===== src/rtl/rar_pkg.sv =====
// Shared types, codes and constants of the ray absorption replay unit.
package rar_pkg;

   localparam int unsigned DefMaxCells        = 256;
   localparam int unsigned DefMaxChloroplasts = 64;
   localparam int unsigned DefMaxTriangles    = 4096;
   localparam int unsigned DefMaxOtherCells   = 256;

   localparam int unsigned ConcDepth   = 256;
   localparam int unsigned TaylorOrder = 6;
   localparam int unsigned SquareCount = 8;
   localparam logic [31:0] ExpLimit    = 32'd17;

   localparam logic KIND_EVENT = 1'b0;
   localparam logic KIND_LOAD  = 1'b1;

   localparam logic [2:0] CLASS_LEAF        = 3'd0;
   localparam logic [2:0] CLASS_WALL        = 3'd1;
   localparam logic [2:0] CLASS_CHLOROPLAST = 3'd2;
   localparam logic [2:0] CLASS_OTHER_CELL  = 3'd3;
   localparam logic [2:0] CLASS_VACUOLE     = 3'd4;

   localparam logic [1:0] STATUS_ABSORB   = 2'd0;
   localparam logic [1:0] STATUS_REFLECT  = 2'd1;
   localparam logic [1:0] STATUS_TRANSMIT = 2'd2;
   localparam logic [1:0] STATUS_UNKNOWN  = 2'd3;

   localparam logic [1:0] CSR_WATER       = 2'd0;
   localparam logic [1:0] CSR_CHLOROPHYLL = 2'd1;
   localparam logic [1:0] CSR_THRESHOLD   = 2'd2;

   typedef struct packed {
      logic       capture;
      logic       coef;
      logic       xmul;
      logic       tmul;
      logic       tdiv;
      logic       tacc;
      logic       square;
      logic       keep;
      logic       finish;
      logic [2:0] order;
   } rar_cmd_type;

   typedef struct packed {
      logic absorbing;
      logic x_big;
   } rar_status_type;

   // ceil(2^32 / k): exact quotient for numerators below 2^29
   function automatic logic [32:0] div_magic(input logic [2:0] k);
      logic [32:0] m;
      begin
         case (k)
            3'd1:    m = 33'h1_0000_0000;
            3'd2:    m = 33'h0_8000_0000;
            3'd3:    m = 33'h0_5555_5556;
            3'd4:    m = 33'h0_4000_0000;
            3'd5:    m = 33'h0_3333_3334;
            3'd6:    m = 33'h0_2AAA_AAAB;
            default: m = 33'h0;
         endcase
         return m;
      end
   endfunction

   function automatic logic [47:0] sat_add48(input logic [47:0] a, input logic [23:0] b);
      logic [48:0] s;
      begin
         s = 49'(a) + 49'(b);
         return s[48] ? {48{1'b1}} : s[47:0];
      end
   endfunction

endpackage


===== src/rtl/rar_ctrl.sv =====
// Sequencer of the ray absorption replay unit.
module rar_ctrl
   import rar_pkg::*;
(
   input  logic           clock,
   input  logic           reset,
   input  logic           req_valid,
   output logic           req_stall,
   output logic           rsp_valid,
   input  logic           rsp_stall,
   input  rar_status_type status,
   output rar_cmd_type    cmd
);

   typedef enum logic [3:0] {
      ST_IDLE, ST_COEF, ST_XMUL, ST_DECIDE, ST_TMUL,
      ST_TDIV, ST_TACC, ST_SQUARE, ST_KEEP, ST_FINISH
   } state_type;

   state_type  state_ff;
   logic [2:0] order_ff;
   logic [2:0] square_ff;
   logic       rsp_valid_ff;
   logic       slot_free;

   assign slot_free = !rsp_valid_ff || !rsp_stall;
   assign req_stall = (state_ff != ST_IDLE);
   assign rsp_valid = rsp_valid_ff;

   always_comb begin
      cmd         = '0;
      cmd.order   = order_ff;
      cmd.capture = (state_ff == ST_IDLE) && req_valid;
      cmd.coef    = (state_ff == ST_COEF);
      cmd.xmul    = (state_ff == ST_XMUL);
      cmd.tmul    = (state_ff == ST_TMUL);
      cmd.tdiv    = (state_ff == ST_TDIV);
      cmd.tacc    = (state_ff == ST_TACC);
      cmd.square  = (state_ff == ST_SQUARE);
      cmd.keep    = (state_ff == ST_KEEP);
      cmd.finish  = (state_ff == ST_FINISH) && slot_free;
   end

   always_ff @(posedge clock) begin
      if (reset) begin
         state_ff     <= ST_IDLE;
         order_ff     <= '0;
         square_ff    <= '0;
         rsp_valid_ff <= 1'b0;
      end else begin
         if (cmd.finish) begin
            rsp_valid_ff <= 1'b1;
         end else if (!rsp_stall) begin
            rsp_valid_ff <= 1'b0;
         end
         unique case (state_ff)
            ST_IDLE: begin
               if (req_valid) state_ff <= ST_COEF;
            end
            ST_COEF:   state_ff <= ST_XMUL;
            ST_XMUL:   state_ff <= ST_DECIDE;
            ST_DECIDE: begin
               if (!status.absorbing) begin
                  state_ff <= ST_FINISH;
               end else if (status.x_big) begin
                  state_ff <= ST_KEEP;
               end else begin
                  order_ff <= 3'd1;
                  state_ff <= ST_TMUL;
               end
            end
            ST_TMUL:   state_ff <= ST_TDIV;
            ST_TDIV:   state_ff <= ST_TACC;
            ST_TACC: begin
               if (order_ff == 3'(TaylorOrder)) begin
                  square_ff <= '0;
                  state_ff  <= ST_SQUARE;
               end else begin
                  order_ff <= order_ff + 3'd1;
                  state_ff <= ST_TMUL;
               end
            end
            ST_SQUARE: begin
               square_ff <= square_ff + 3'd1;
               if (square_ff == 3'(SquareCount - 1)) state_ff <= ST_KEEP;
            end
            ST_KEEP:   state_ff <= ST_FINISH;
            ST_FINISH: begin
               if (slot_free) state_ff <= ST_IDLE;
            end
            default:   state_ff <= ST_IDLE;
         endcase
      end
   end

endmodule


===== config.mk =====
export PLATFORM = sky130hd
export DESIGN_NAME = rar_ctrl
export DESIGN_NICKNAME = d
export VERILOG_FILES = /design/src/rtl/rar_pkg.sv /design/src/rtl/rar_ctrl.sv
export SDC_FILE = /design/constraint.sdc
export NUM_CORES = 1
export LEC_CHECK = 0
export ABC_AREA = 1
export BUFFER_PORTS_ARGS = -buffer_cell sky130_fd_sc_hd__buf_2
export CAP_MARGIN = 20
export CORE_MARGIN = 4
export CORE_UTILIZATION = 45
export DETAILED_ROUTE_END_ITERATION = 6
export GPL_ROUTABILITY_DRIVEN = 0
export GPL_TIMING_DRIVEN = 0
export PLACE_DENSITY_LB_ADDON = 0.1
export SYNTH_ARGS = -nofsm -noshare
export SYNTH_HDL_FRONTEND = slang
export SYNTH_SLANG_ARGS = --single-unit
export TNS_END_PERCENT = 1

===== constraint.sdc =====
create_clock -name clock -period 1.29 [get_ports clock]
set_input_delay 0.258 -clock clock [delete_from_list [all_inputs] [get_ports clock]]
set_output_delay 0.258 -clock clock [all_outputs]
set_load 0.02 [all_outputs]

==> flow_summary_export.csv <==
group,metric,value,unit
outcome,status,"complete, but fails checks",
outcome,violations,"setup timing",
global_routing,gr-usage-met3,5.64,%
clock_network,cts.path.max_buffers,2,
finish,nets,149,
global_routing,grt_overflow_total,0,
route,postRouteAntennaNets,0,
setup_path,rrSetupSlack,-0.08,ns
timing,final-hold-violation-count,0,
setup_path,worst_r2r_path_depth,11,
yosys,netlist_top_cells_area,"dfxtp_1 31%, nand2_1 13%, inv_1 9.6%",
yosys,yosysSeqAreaShare,31.4,%
yosys,syn_nets,120,
timing,maxSlewViolCount,0,
clock_network,cts_sinks,11,
timing,worst_slew_pin_slew,0.408,ns
setup_path,worstPathCellList,"nor2_4 -> nand2_2 -> nor2_1 -> buf_4",
hold_path,hp-start,"rsp_stall",
power,power_density,857,nW/um^2
setup_path,cp-start-kind,"flop",
setup_path,critPathMaxStageDelay,0.38,ns
global_routing,use_met1,19.5,%
global_routing,grt_use_total,17.5,%
route,wl,1880,um
hold_path,hold_path.class,"in -> reg",
yosys,syn_area_per_cell,6.37,um^2
die,die-area,2250,um^2
hold_path,whs_endpoint,"rsp_valid",
timing,fin_crit_sh,111,%
clock_network,clkLatencyLatePin,0.28,ns
route,via_count,779,
timing,fin_crit,1.43,ns
global_routing,grt_pass1_wl,2660,um
yosys,synth_edf_count,0,
timing,slew_headroom,72.8,%
power,power.total,0.876,mW
route,route.detailed.drc,0,
timing,fin_skew,0.00657,ns
clock_network,cts_made_buffers,3,
setup_path,worst_ep_arrival_time,1.18,ns
setup_path,crit_type,"reg -> out",
route,drt_iter0_markers,16,
global_routing,top_usage_layer,"met2",
clock_network,path_clk_slew,0.08,ns
global_routing,antenna_found_initial,0,
route,vias_per_cell,5.09,
timing,rsz0062_at_grt,"yes",
setup_path,reg2reg_to,"state_ff[0]",
hold_path,holdPathStages,3,
finish,synthToLayoutAreaGrowth,45.9,%
setup_path,setup.worst_path.start,"state_ff[2]",
timing,setup_viol,14,
power,ir_worst_vdd,0.623,mV
finish,diodes,0,
setup_path,crit_fanout,5,
yosys,yosysTopAreaCell,"dfxtp_1",
yosys,synth_common_cells,"24 x nand2_1, 18 x inv_1, 15 x nor2_1, 11 x dfxtp_1, 8 x a21oi_1",
timing,final.setup.tns,-1.26,ns
yosys,synth-main-ff-cell,"dfxtp_1",
clock_network,root_buffer,"clkbuf_4",
yosys,syn_inst,110,
setup_path,r2r_start,"state_ff[2]",
yosys,async_reset_ff_share,0,%
global_routing,grt_max_degree,9,
yosys,ys_types,18,
yosys,synth_top_area_share,31.4,%
die,io_pins,20,
die,coreArea,1380,um^2
setup_path,cp.required,1.03,ns
route,wl_per_cell,12.3,um
die,rows,13,
clock_network,cts_max_level,1,
timing,fmax,0.697,GHz
die,start_util,50.7,%
clock_network,tritoncts,"yes",
yosys,syn_area,701,um^2
finish,nFillCells,106,
die,die_h,47.5,um
placement,dp_hpwl,1140,um
setup_path,endpoint_kind,"output port",
global_routing,use_met2,29.1,%
global_routing,grt_pass1_vias,661,
flow_run,maxCapViolCount,0,
power,power.leakage,0.546,nW
die,die_w,47.5,um
yosys,synth_seq_cells,11,
finish,drive_gt1_share,46.4,%
setup_path,crit_slowest_cell,"dfxtp_4",
yosys,synth.most_common_cell,"nand2_1",
yosys,yosys_warnings,0,
timing,fin_ws,-0.144,ns
placement,portBuffers,18,
route,drt-pass1-iter-count,4,
[cell usage in the layout, fill, tap and decap left out, types with 2 or more instances in the layout]
master and instances:
nand3_1 6, inv_2 7, inv_1 14, a21oi_1 7, o21ai_1 2, buf_4 10, ha_1 4, nor2_4 8
dfxtp_1 6, buf_2 9, dfxtp_4 4, nor2_2 3, clkbuf_4 3, nand2_2 9, nor2_1 9, buf_6 5
nand2_1 20
[layer usage]
metal	wire, um	part of all wire (%)	vias to the layer above
met5	0	0	-
met4	33	1.8	0
met3	163	8.7	8
met2	947	50	38
met1	735	39	341
li1	-	-	392
[registers in the layout, summed over array words and instances, names as in the netlist]
register,cells
order_ff,3
rsp_valid,1
square_ff,3
state_ff,4
[through the flow]
stage                     worst slack, ns  utilization, %  instance area, um^2  hold slack [ns]  std cells
after floorplan                   -0.0175               -                  702            0.429        110
after global placement             0.0591            58.6                  811            0.451        143
after detailed placement           0.0525            58.6                  811            0.456        143
after CTS                          -0.130            69.6                  962            0.233        152
after global routing               -0.223            73.9                 1020            0.243        153
final                              -0.144            73.9                 1020            0.247        153
[power breakdown]
part / switching [mW] / leakage [nW] / internal (mW)
sequential: 0.0285 / 0.0925 / 0.352
combinational: 0.151 / 0.439 / 0.0949
clock: 0.130 / 0.0150 / 0.120
[worst max-delay path by stage]
stage / end / slack (ns) / cells after the start
floorplan: cmd[11] / -0.02 / 3
global placement: state_ff[0] / 0.06 / 10
detailed placement: state_ff[3] / 0.05 / 7
CTS: cmd[10] / -0.13 / 5
global route: cmd[11] / -0.22 / 4
finish: cmd[11] / -0.14 / 4
[worst max-delay path, delay by kind of cell, from the launching register on]
kind / cells / cell delay, ns
buffers and inverters: 1 / 0.14
and+or+nand+nor: 3 / 0.37
DFF: 1 / 0.38
[repair_timing]
action / 4_1_cts / 5_1_grt
endpoints found under the hold margin: 0 / 0
endpoints found under the setup margin: 10 / 19
pin swaps: 6 / 6
setup buffers: 5 / 1
resized for setup: 35 / 14
hold buffers: 0 / 0
[final cells by class]
| cell class | count | area (um^2) | area share (%) |
|---|---|---|---|
| multi-input combinational | 75 | 467 | 45.7 |
| sequential | 11 | 236 | 23.1 |
| timing repair buffer | 24 | 176 | 17.3 |
| inverter | 23 | 93.8 | 9.18 |
| clock buffer | 4 | 26.3 | 2.57 |
| tap | 15 | 18.8 | 1.84 |
| buffer | 1 | 3.75 | 0.367 |
[kinds of logic (layout without fill, tap and decap cells)]
family                     count (synthesis)  in the layout  share of synthesized area, %
xor gates and xnor gates                   1              1                          1.25
adders and majority gates                  4              4                          7.14
and+or+nand+nor                           57             57                          37.1
DFF                                       11             11                          31.4
buffers and inverters                     24             52                          12.9
AOI/OAI and AO/OA                         13             13                          10.2
(Power assumes the default switching activity.)
